File: src/hdl/dbha_pkg.sv
// ----------------------------------------------------------------------------
// DMA buffer handle allocator package
// Shared constants, request codes, sequencer states and the control bundle
// between the sequencer and the slot table.
// ----------------------------------------------------------------------------
package dbha_pkg;

   localparam int SLOTS_DEF      = 32;
   localparam int ALIGN_LOG2_DEF = 12;

   localparam int ADDR_W   = 48;
   localparam int SIZE_W   = 32;
   localparam int HANDLE_W = 6;
   localparam int NEWH_W   = 5;
   localparam int KIND_W   = 2;
   localparam int CSR_W    = 64;
   localparam int PADDR_W  = 4;

   // slots examined by the scan in one cycle
   localparam int SCAN_LANES = 8;

   localparam logic [KIND_W-1:0] KIND_CREATE  = 2'd0;
   localparam logic [KIND_W-1:0] KIND_DESTROY = 2'd1;
   localparam logic [KIND_W-1:0] KIND_MAP     = 2'd2;

   localparam logic STATUS_OK   = 1'b0;
   localparam logic STATUS_FAIL = 1'b1;

   typedef enum logic [2:0] {
      ST_IDLE,
      ST_DECODE,
      ST_ROUND,
      ST_FIT,
      ST_SCAN,
      ST_PLACE,
      ST_READ,
      ST_RESP
   } dbha_state_type;

   typedef struct packed {
      logic scan_clear;
      logic scan_step;
      logic place;
      logic set_used;
      logic release_slot;
      logic read;
   } dbha_tbl_cmd_type;

   typedef struct packed {
      logic hit;
      logic last_group;
      logic used;
   } dbha_tbl_stat_type;

endpackage

File: src/hdl/dbha_slot_table.sv
// ----------------------------------------------------------------------------
// DMA buffer handle allocator slot table
// Slot occupancy flags, the buffer address memory and the lowest-free-slot
// scan, which looks at one group of slots per cycle.
// ----------------------------------------------------------------------------
module dbha_slot_table import dbha_pkg::*; #(
   parameter int SLOTS = SLOTS_DEF,
   parameter int IW    = $clog2(SLOTS)
) (
   input  logic                   clock,
   input  logic                   reset,
   input  dbha_tbl_cmd_type       cmd,
   input  logic [IW-1:0]          idx,
   input  logic [ADDR_W-1:0]      wr_addr,
   output dbha_tbl_stat_type      stat,
   output logic [IW-1:0]          hit_idx,
   output logic [ADDR_W-1:0]      rd_addr
);

   localparam int NGROUPS = (SLOTS + SCAN_LANES - 1) / SCAN_LANES;
   localparam int GW      = (NGROUPS > 1) ? $clog2(NGROUPS) : 1;
   localparam int LW      = $clog2(SCAN_LANES);
   localparam int FW      = GW + LW;
   localparam logic [FW:0]   SLOTS_F   = (FW + 1)'(SLOTS);
   localparam logic [GW-1:0] LAST_GRP  = GW'(NGROUPS - 1);

   logic [SLOTS-1:0]  used_ff, used_in;
   logic [GW-1:0]     grp_ff, grp_in;
   logic [ADDR_W-1:0] slot_addr_ff [SLOTS];
   logic [ADDR_W-1:0] rd_addr_ff;
   logic [FW-1:0]     cand;
   logic              hit;

   // lowest free slot within the current group
   always_comb begin
      hit     = 1'b0;
      hit_idx = '0;
      cand    = '0;
      for (int k = 0; k < SCAN_LANES; k++) begin
         cand = {grp_ff, LW'(k)};
         if (!hit && ({1'b0, cand} < SLOTS_F) && !used_ff[cand[IW-1:0]]) begin
            hit     = 1'b1;
            hit_idx = cand[IW-1:0];
         end
      end
   end

   always_comb begin
      stat.hit        = hit;
      stat.last_group = (grp_ff == LAST_GRP);
      stat.used       = used_ff[idx];
   end

   always_comb begin
      grp_in = grp_ff;
      if (cmd.scan_clear) begin
         grp_in = '0;
      end else if (cmd.scan_step) begin
         grp_in = grp_ff + GW'(1);
      end
   end

   always_comb begin
      used_in = used_ff;
      if (cmd.place && cmd.set_used) begin
         used_in[idx] = 1'b1;
      end
      if (cmd.release_slot) begin
         used_in[idx] = 1'b0;
      end
   end

   always_ff @(posedge clock) begin
      if (reset) begin
         used_ff <= '0;
         grp_ff  <= '0;
      end else begin
         used_ff <= used_in;
         grp_ff  <= grp_in;
      end
   end

   always_ff @(posedge clock) begin
      if (cmd.place) begin
         slot_addr_ff[idx] <= wr_addr;
      end
      if (cmd.read) begin
         rd_addr_ff <= slot_addr_ff[idx];
      end
   end

   assign rd_addr = rd_addr_ff;

endmodule

File: src/hdl/dma_buffer_handle_allocator.sv
// ----------------------------------------------------------------------------
// DMA buffer handle allocator
// Bump allocator over a physical buffer pool with a table of buffer handles.
// ----------------------------------------------------------------------------
// One request at a time: busy rises at the edge that accepts start and falls
// when the result has been shown. Every request gives exactly one result,
// shown for one cycle with rsp_strobe high; the receiver must take it then.
// For a create, the lowest free slot is found by a scan over eight slots a
// cycle, and size rounding, the pool fit check and the buffer address all go
// through one shared 49-bit adder. The pool base and pool size registers sit
// at byte addresses 0 and 8 of the CSR port (64-bit data); the low address
// bits are ignored. Write them only while busy is low. Pool space is given
// back only by reset.
// ----------------------------------------------------------------------------
module dma_buffer_handle_allocator import dbha_pkg::*; #(
   parameter int SLOTS      = SLOTS_DEF,
   parameter int ALIGN_LOG2 = ALIGN_LOG2_DEF
) (
   input  logic                 clock,
   input  logic                 reset,
   // request channel
   input  logic                 start,
   output logic                 busy,
   input  logic [KIND_W-1:0]    req_kind,
   input  logic [SIZE_W-1:0]    req_request_size,
   input  logic [HANDLE_W-1:0]  req_handle,
   input  logic                 req_task_present,
   // result channel
   output logic                 rsp_strobe,
   output logic                 rsp_status,
   output logic [NEWH_W-1:0]    rsp_new_handle,
   output logic [ADDR_W-1:0]    rsp_address,
   // configuration port
   input  logic                 psel,
   input  logic                 penable,
   input  logic                 pwrite,
   input  logic [PADDR_W-1:0]   paddr,
   input  logic [CSR_W-1:0]     pwdata,
   output logic [CSR_W-1:0]     prdata,
   output logic                 pready
);

   localparam int IW = $clog2(SLOTS);
   localparam logic [SIZE_W:0]  AMASK     = (33'd1 << ALIGN_LOG2) - 33'd1;
   localparam logic [IW-1:0]    LAST_SLOT = IW'(SLOTS - 1);

   dbha_state_type state_ff, state_in;

   logic [ADDR_W-1:0]   region_base_ff, region_bytes_ff, bytes_used_ff, bytes_used_in;
   logic [KIND_W-1:0]   kind_ff, kind_in;
   logic [SIZE_W-1:0]   size_ff, size_in;
   logic [HANDLE_W-1:0] handle_ff, handle_in;
   logic                task_ff, task_in;
   logic [SIZE_W:0]     sz_ff, sz_in;
   logic [ADDR_W-1:0]   total_ff, total_in;
   logic [IW-1:0]       slot_ff, slot_in;
   logic                status_ff, status_in;
   logic [NEWH_W-1:0]   nh_ff, nh_in;
   logic [ADDR_W-1:0]   addr_ff, addr_in;

   logic                accept, csr_wr, in_range, map_ok, fit;
   logic [ADDR_W-1:0]   add_a, add_b;
   logic [ADDR_W:0]     add_sum;
   logic [HANDLE_W-1:0] hm1;
   logic [IW-1:0]       hslot, tbl_idx, hit_idx;
   logic [ADDR_W-1:0]   rd_addr;
   dbha_tbl_cmd_type    cmd;
   dbha_tbl_stat_type   stat;

   assign accept = start && !busy;
   assign csr_wr = psel && penable && pwrite && pready;
   assign pready = 1'b1;
   assign prdata = paddr[3] ? CSR_W'(region_bytes_ff) : CSR_W'(region_base_ff);

   always_ff @(posedge clock) begin
      if (reset) begin
         region_base_ff  <= '0;
         region_bytes_ff <= '0;
      end else if (csr_wr) begin
         if (paddr[3]) begin
            region_bytes_ff <= pwdata[ADDR_W-1:0];
         end else begin
            region_base_ff <= pwdata[ADDR_W-1:0];
         end
      end
   end

   // shared adder: rounding, fit check, buffer address
   always_comb begin
      unique case (state_ff)
         ST_ROUND: begin
            add_a = ADDR_W'(size_ff);
            add_b = ADDR_W'(AMASK);
         end
         ST_FIT: begin
            add_a = bytes_used_ff;
            add_b = ADDR_W'(sz_ff);
         end
         ST_PLACE: begin
            add_a = region_base_ff;
            add_b = bytes_used_ff;
         end
         default: begin
            add_a = '0;
            add_b = '0;
         end
      endcase
   end

   assign add_sum = {1'b0, add_a} + {1'b0, add_b};
   assign fit     = add_sum <= {1'b0, region_bytes_ff};

   assign hm1      = handle_ff - HANDLE_W'(1);
   assign hslot    = IW'(hm1);
   assign in_range = 32'(handle_ff) < SLOTS;
   assign tbl_idx  = (state_ff == ST_PLACE) ? slot_ff : hslot;
   assign map_ok   = (handle_ff != '0) && in_range && stat.used && task_ff;

   dbha_slot_table #(
      .SLOTS (SLOTS),
      .IW    (IW)
   ) u_table (
      .clock   (clock),
      .reset   (reset),
      .cmd     (cmd),
      .idx     (tbl_idx),
      .wr_addr (add_sum[ADDR_W-1:0]),
      .stat    (stat),
      .hit_idx (hit_idx),
      .rd_addr (rd_addr)
   );

   // next state
   always_comb begin
      state_in = state_ff;
      unique case (state_ff)
         ST_IDLE: begin
            if (accept) state_in = ST_DECODE;
         end
         ST_DECODE: begin
            if (kind_ff == KIND_CREATE) begin
               state_in = ST_ROUND;
            end else if (kind_ff == KIND_MAP && map_ok) begin
               state_in = ST_READ;
            end else begin
               state_in = ST_RESP;
            end
         end
         ST_ROUND: state_in = ST_FIT;
         ST_FIT: begin
            state_in = fit ? ST_SCAN : ST_RESP;
         end
         ST_SCAN: begin
            if (stat.hit) begin
               state_in = ST_PLACE;
            end else if (stat.last_group) begin
               state_in = ST_RESP;
            end
         end
         ST_PLACE: state_in = ST_RESP;
         ST_READ:  state_in = ST_RESP;
         ST_RESP:  state_in = ST_IDLE;
         default:  state_in = ST_IDLE;
      endcase
   end

   // outputs and datapath updates
   always_comb begin
      cmd           = '0;
      kind_in       = kind_ff;
      size_in       = size_ff;
      handle_in     = handle_ff;
      task_in       = task_ff;
      sz_in         = sz_ff;
      total_in      = total_ff;
      slot_in       = slot_ff;
      bytes_used_in = bytes_used_ff;
      status_in     = status_ff;
      nh_in         = nh_ff;
      addr_in       = addr_ff;
      unique case (state_ff)
         ST_IDLE: begin
            if (accept) begin
               kind_in   = req_kind;
               size_in   = req_request_size;
               handle_in = req_handle;
               task_in   = req_task_present;
               status_in = STATUS_FAIL;
               nh_in     = '0;
               addr_in   = '0;
            end
         end
         ST_DECODE: begin
            if (kind_ff == KIND_DESTROY && in_range) begin
               status_in        = STATUS_OK;
               cmd.release_slot = (handle_ff != '0);
            end
            if (kind_ff == KIND_MAP && map_ok) begin
               cmd.read = 1'b1;
            end
         end
         ST_ROUND: begin
            sz_in = add_sum[SIZE_W:0] & ~AMASK;
         end
         ST_FIT: begin
            total_in       = add_sum[ADDR_W-1:0];
            cmd.scan_clear = fit;
         end
         ST_SCAN: begin
            if (stat.hit) begin
               slot_in = hit_idx;
            end else if (!stat.last_group) begin
               cmd.scan_step = 1'b1;
            end
         end
         ST_PLACE: begin
            // the last slot would hand out handle SLOTS: drop it, keep the space
            cmd.place     = 1'b1;
            bytes_used_in = total_ff;
            if (slot_ff != LAST_SLOT) begin
               cmd.set_used = 1'b1;
               status_in    = STATUS_OK;
               nh_in        = NEWH_W'(32'(slot_ff) + 1);
            end
         end
         ST_READ: begin
            addr_in   = rd_addr;
            status_in = STATUS_OK;
         end
         ST_RESP: begin
         end
         default: begin
         end
      endcase
   end

   always_ff @(posedge clock) begin
      if (reset) begin
         state_ff      <= ST_IDLE;
         bytes_used_ff <= '0;
      end else begin
         state_ff      <= state_in;
         bytes_used_ff <= bytes_used_in;
      end
   end

   always_ff @(posedge clock) begin
      kind_ff   <= kind_in;
      size_ff   <= size_in;
      handle_ff <= handle_in;
      task_ff   <= task_in;
      sz_ff     <= sz_in;
      total_ff  <= total_in;
      slot_ff   <= slot_in;
      status_ff <= status_in;
      nh_ff     <= nh_in;
      addr_ff   <= addr_in;
   end

   assign busy           = (state_ff != ST_IDLE);
   assign rsp_strobe     = (state_ff == ST_RESP);
   assign rsp_status     = status_ff;
   assign rsp_new_handle = nh_ff;
   assign rsp_address    = addr_ff;

   a_strobe_single: assert property (@(posedge clock) disable iff (reset)
      rsp_strobe |=> !rsp_strobe && !busy)
      else $error("result strobe lasted more than one cycle");

   a_accept_busy: assert property (@(posedge clock) disable iff (reset)
      accept |=> busy && !rsp_strobe)
      else $error("accepted request did not raise busy");

   a_result_shape: assert property (@(posedge clock) disable iff (reset)
      rsp_strobe && (rsp_new_handle != '0) |-> (rsp_status == STATUS_OK)
                                               && (rsp_address == '0))
      else $error("granted handle with failure status or address");

   a_place_from_scan: assert property (@(posedge clock) disable iff (reset)
      (state_ff == ST_PLACE) |-> $past(state_ff) == ST_SCAN && $past(stat.hit))
      else $error("slot placed without a scan hit");

endmodule

File: config.mk
export PLATFORM = sky130hd
export DESIGN_NAME = dma_buffer_handle_allocator
export DESIGN_NICKNAME = d
export VERILOG_FILES = /design/src/hdl/dbha_pkg.sv /design/src/hdl/dbha_slot_table.sv /design/src/hdl/dma_buffer_handle_allocator.sv
export SDC_FILE = /design/constraint.sdc
export NUM_CORES = 2
export LEC_CHECK = 0
export ABC_CLOCK_PERIOD_IN_PS = 9500
export BUFFER_PORTS_ARGS = -buffer_cell sky130_fd_sc_hd__buf_2
export CORE_MARGIN = 2
export CORE_UTILIZATION = 45
export CTS_BUF_LIST = sky130_fd_sc_hd__clkbuf_4
export CTS_CLUSTER_SIZE = 25
export DETAILED_ROUTE_END_ITERATION = 6
export GPL_ROUTABILITY_DRIVEN = 0
export PLACE_DENSITY = 0.69
export SLEW_MARGIN = 20
export SYNTH_ARGS = -nofsm -noshare
export SYNTH_HDL_FRONTEND = slang
export SYNTH_SLANG_ARGS = --single-unit
File: constraint.sdc
create_clock -name clock -period 9.5 [get_ports clock]
set_input_delay 0.475 -clock clock [delete_from_list [all_inputs] [get_ports clock]]
set_output_delay 0.475 -clock clock [all_outputs]
set_load 0.01 [all_outputs]
==> reports/qor.yml <==
status:
  outcome: "completed"
routing:
  wl_met3_um: 18100
  wl_um: 206000
  wl_met2_um: 101000
  wl_per_cell_um: 27.0
  first_iter_violations: 5343
  vias: 45235
  top_layer_used: "met4"
  met1_length_um: 79600
  vias_per_cell: 5.92
  dr.pass1.iters: 6
  drc: 0
  ant_nets: 0
setup_path:
  critPathLaunchType: "flop"
  path_max_fanout: 34
  end_kind: "flop"
  cp.required_ns: 10.84
  critPathKind: "reg2reg"
  critPathArrivalTime_ns: 9.47
cts:
  cts_buffers: 476
  cts_buffer_depth: 4
  cts-root-buf: "clkbuf_4"
  cts_tree: "done"
  clkLatencyLatePin_ns: 1.44
  cts.clk_slew.worst_paths_ns: 0.07
  htreeDepth: 5
  cts.sinks: 1934
power:
  power-per-cell-area_nw_per_um2: 223
  leakage_nw: 29.9
  clockPowerShare_pct: 33.3
  combPwrFrac_pct: 17.0
  ir_drop_mv: 0.202
  seq_power_share_pct: 49.7
  power_switching_w: 0.00553
  netSwitchingFraction_pct: 27.7
  p_int_w: 0.0144
timing:
  post-route-period-util_pct: 85.5
  worst_slew_pin_slew_ns: 1.16
  slew-limit-headroom_pct: 22.4
  hold_viol_final: 0
  setup_violations: 0
  max_freq_mhz: 123
  period_minus_slack_ns: 8.13
  finalSetupTns_ns: 0
  setup_slack_ns: 1.37
  rsz0062_at_grt: "no"
  clock_skew_ns: 0.152
  report.final.slew_viol_count: 0
logic_synthesis:
  syn_inst: 4317
  synth_ff_type: "edfxtp_1"
  netlist_area_um2: 77000
  ys_ff_latch: 1934
  yosys_warnings: 0
  syn_area_per_cell_um2: 17.8
  synth_edf_count: 1753
  ys_seq_area_share_pct: 73.1
  async_reset_ff_share_pct: 0
  synth_cell_types: 69
grt:
  grt_overflow: 0
  grt_pass1_vias: 45868
  grt_pass1_wl_um: 299000
  grt_start_max_net_pins: 129
  grt_use_total_pct: 23.5
  antenna_found_initial: 4
placement:
  dp_worst_setup_slack_ns: 1.54
  dp_hpwl_um: 112000
  port_buffers: 199
floorplanning:
  num_rows: 151
  start_util_pct: 45.4
  dieArea_um2: 174000
  dieWidth_um: 418
  io-pin-count: 236
  core_um2: 170000
  fp.dieH_um: 418
worst_hold_path:
  hp-class: "in2reg"
finish:
  area_growth_pct: 16.0
  layout.nets: 5279
  drive_gt1_share_pct: 29.1
run:
  drv_cap: 0
## kinds of logic after synthesis
family	count (synthesis)	synth area share [%]
AO/OA/AOI/OAI	700	5.98
XOR/XNOR	48	0.546
adder cells (fa/ha/maj)	101	1.65
buffers and inverters	327	1.77
flip-flops	1934	73.1
multiplexers	477	12.7
other	2	0.00975
AND/OR/NAND/NOR	728	4.30
## metal layers
metal / track usage, % / vias to the layer above
met5: 0 / -
met4: 9.44 / 0
met3: 4.65 / 419
met2: 38.6 / 2533
met1: 30.8 / 23130
li1: - / 19153
## per-stage QoR
step | utilization, % | cells | hold WS, ns | area [um2] | power (W)
global placement | 48.0 | 6600 | 0.452 | 81400 | 0.0134
CTS | 52.6 | 7631 | 0.0972 | 89200 | 0.0201
global route | 52.7 | 7641 | 0.143 | 89300 | 0.0207
detailed placement | 48.0 | 6602 | 0.459 | 81400 | 0.0134
floorplan | - | 4332 | 0.445 | 77100 | 0.0122
finish | 52.7 | 7642 | 0.233 | 89300 | 0.0200
## power groups by stage
stage          sequential, W  combinational [W]  clock, W
6_report             0.00993            0.00338   0.00664
5_1_grt              0.00993            0.00360   0.00721
4_1_cts              0.00993            0.00338   0.00677
3_5_place_dp          0.0101            0.00332         0
3_3_place_gp          0.0101            0.00326         0
2_1_floorplan         0.0101            0.00210         0
## worst paths after layout
check,start,endpoint,slack [ns],cells past startpoint
hold reg to reg,total_ff[28],bytes_used_ff[28],0.44,2
hold / removal,start,rsp_status,0.23,4
setup reg to reg,state_ff[1],state_ff[0],1.37,26
setup / recovery,state_ff[1],state_ff[0],1.37,26
## synth_stat cells, drive strengths merged, types with 6 or more instances
master	count	area, um2
mux4	394	8870
mux2	48	541
nand3	23	115
dfxtp	181	3620
a31oi	12	75.1
xor2	16	140
mux2i	35	350
nand2b	7	43.8
a211oi	40	300
a22oi	193	1450
a21oi	231	1160
xnor2	32	280
and2	26	163
nor2	93	349
ha	100	1250
a22o	37	324
clkbuf	177	664
nand4	69	432
edfxtp	1753	52600
o21bai	11	82.6
o21ai	72	364
a21boi	6	45.1
o21a	9	67.6
buf	87	463
and3	62	388
a21o	56	420
nor2b	8	50.1
nand2	396	1490
nor3	18	90.1
inv	63	236
## cells in the final DEF, fill, tap and decap left out, drive strengths merged, types with 6 or more instances in the layout
| master | instances |
|---|---|
| edfxtp | 1753 |
| clkbuf | 674 |
| nand2 | 396 |
| mux4 | 394 |
| buf | 321 |
| a21oi | 231 |
| dlygate4sd3 | 196 |
| a22oi | 193 |
| dfxtp | 181 |
| clkinv | 148 |
| ha | 100 |
| nor2 | 93 |
| o21ai | 72 |
| nand4 | 69 |
| inv | 69 |
| and3 | 62 |
| a21o | 56 |
| mux2 | 48 |
| a211oi | 40 |
| a22o | 37 |
| mux2i | 35 |
| xnor2 | 32 |
| and2 | 26 |
| nand3 | 23 |
| nor3 | 18 |
| conb | 17 |
| xor2 | 16 |
| a31oi | 12 |
| o21bai | 11 |
| o21a | 9 |
| nor2b | 8 |
| nand2b | 7 |
| diode | 6 |
| a21boi | 6 |
## critical path, cell delays in order (launching register included)
cell and delay (ns):
dfxtp_1 0.59, nand2b_1 0.25, buf_4 0.33, nor2_4 0.59, buf_4 0.37, a21o_1 0.12, ha_1 0.28, nor2_1 0.11
o311ai_0 0.84, nand4_1 0.23, a211o_1 0.38, nand2_1 0.15, a41o_1 0.31, a221oi_1 0.19, o21ai_0 0.35, xor2_2 0.10
buf_4 0.24, ha_1 0.34, nand4_1 0.08, nor2_1 0.33, nand4_1 0.19, or3_1 0.40, nor4_1 0.26, o21ai_0 0.11
o31ai_1 0.17, nand4b_1 0.39, and4b_1 0.29
## layout make-up
cell class / count / area, um2
Tap cell: 2218 / 2780
Clock inverter: 159 / 742
Clock buffer: 674 / 5060
Timing Repair Buffer: 517 / 4060
Antenna cell: 6 / 15.0
Fill cell: 13361 / 80300
Multi-Input combinational cell: 2071 / 20200
Sequential cell: 1934 / 56300
Inverter: 63 / 236
## timing repair
action | CTS | global route
hold endpoints to repair | 191 | 0
resized for setup | 0 | 0
hold buffers | 196 | 0
buffers inserted | 0 | 0
## registers in the layout (all words and copies together) (netlist names)
| name | cells |
|---|---|
| u_table.slot_addr_ff | 1536 |
| bytes_used_ff | 48 |
| region_base_ff | 48 |
| region_bytes_ff | 48 |
| rsp_address | 48 |
| total_ff | 48 |
| u_table.rd_addr | 48 |
| size_ff | 32 |
| u_table.used_ff | 32 |
| sz_ff | 21 |
| handle_ff | 6 |
| rsp_new_handle | 5 |
| slot_ff | 5 |
| state_ff | 3 |
| kind_ff | 2 |
| u_table.grp_ff | 2 |
| rsp_status | 1 |
| task_ff | 1 |
No activity file was read; power rests on OpenSTA's default activity.
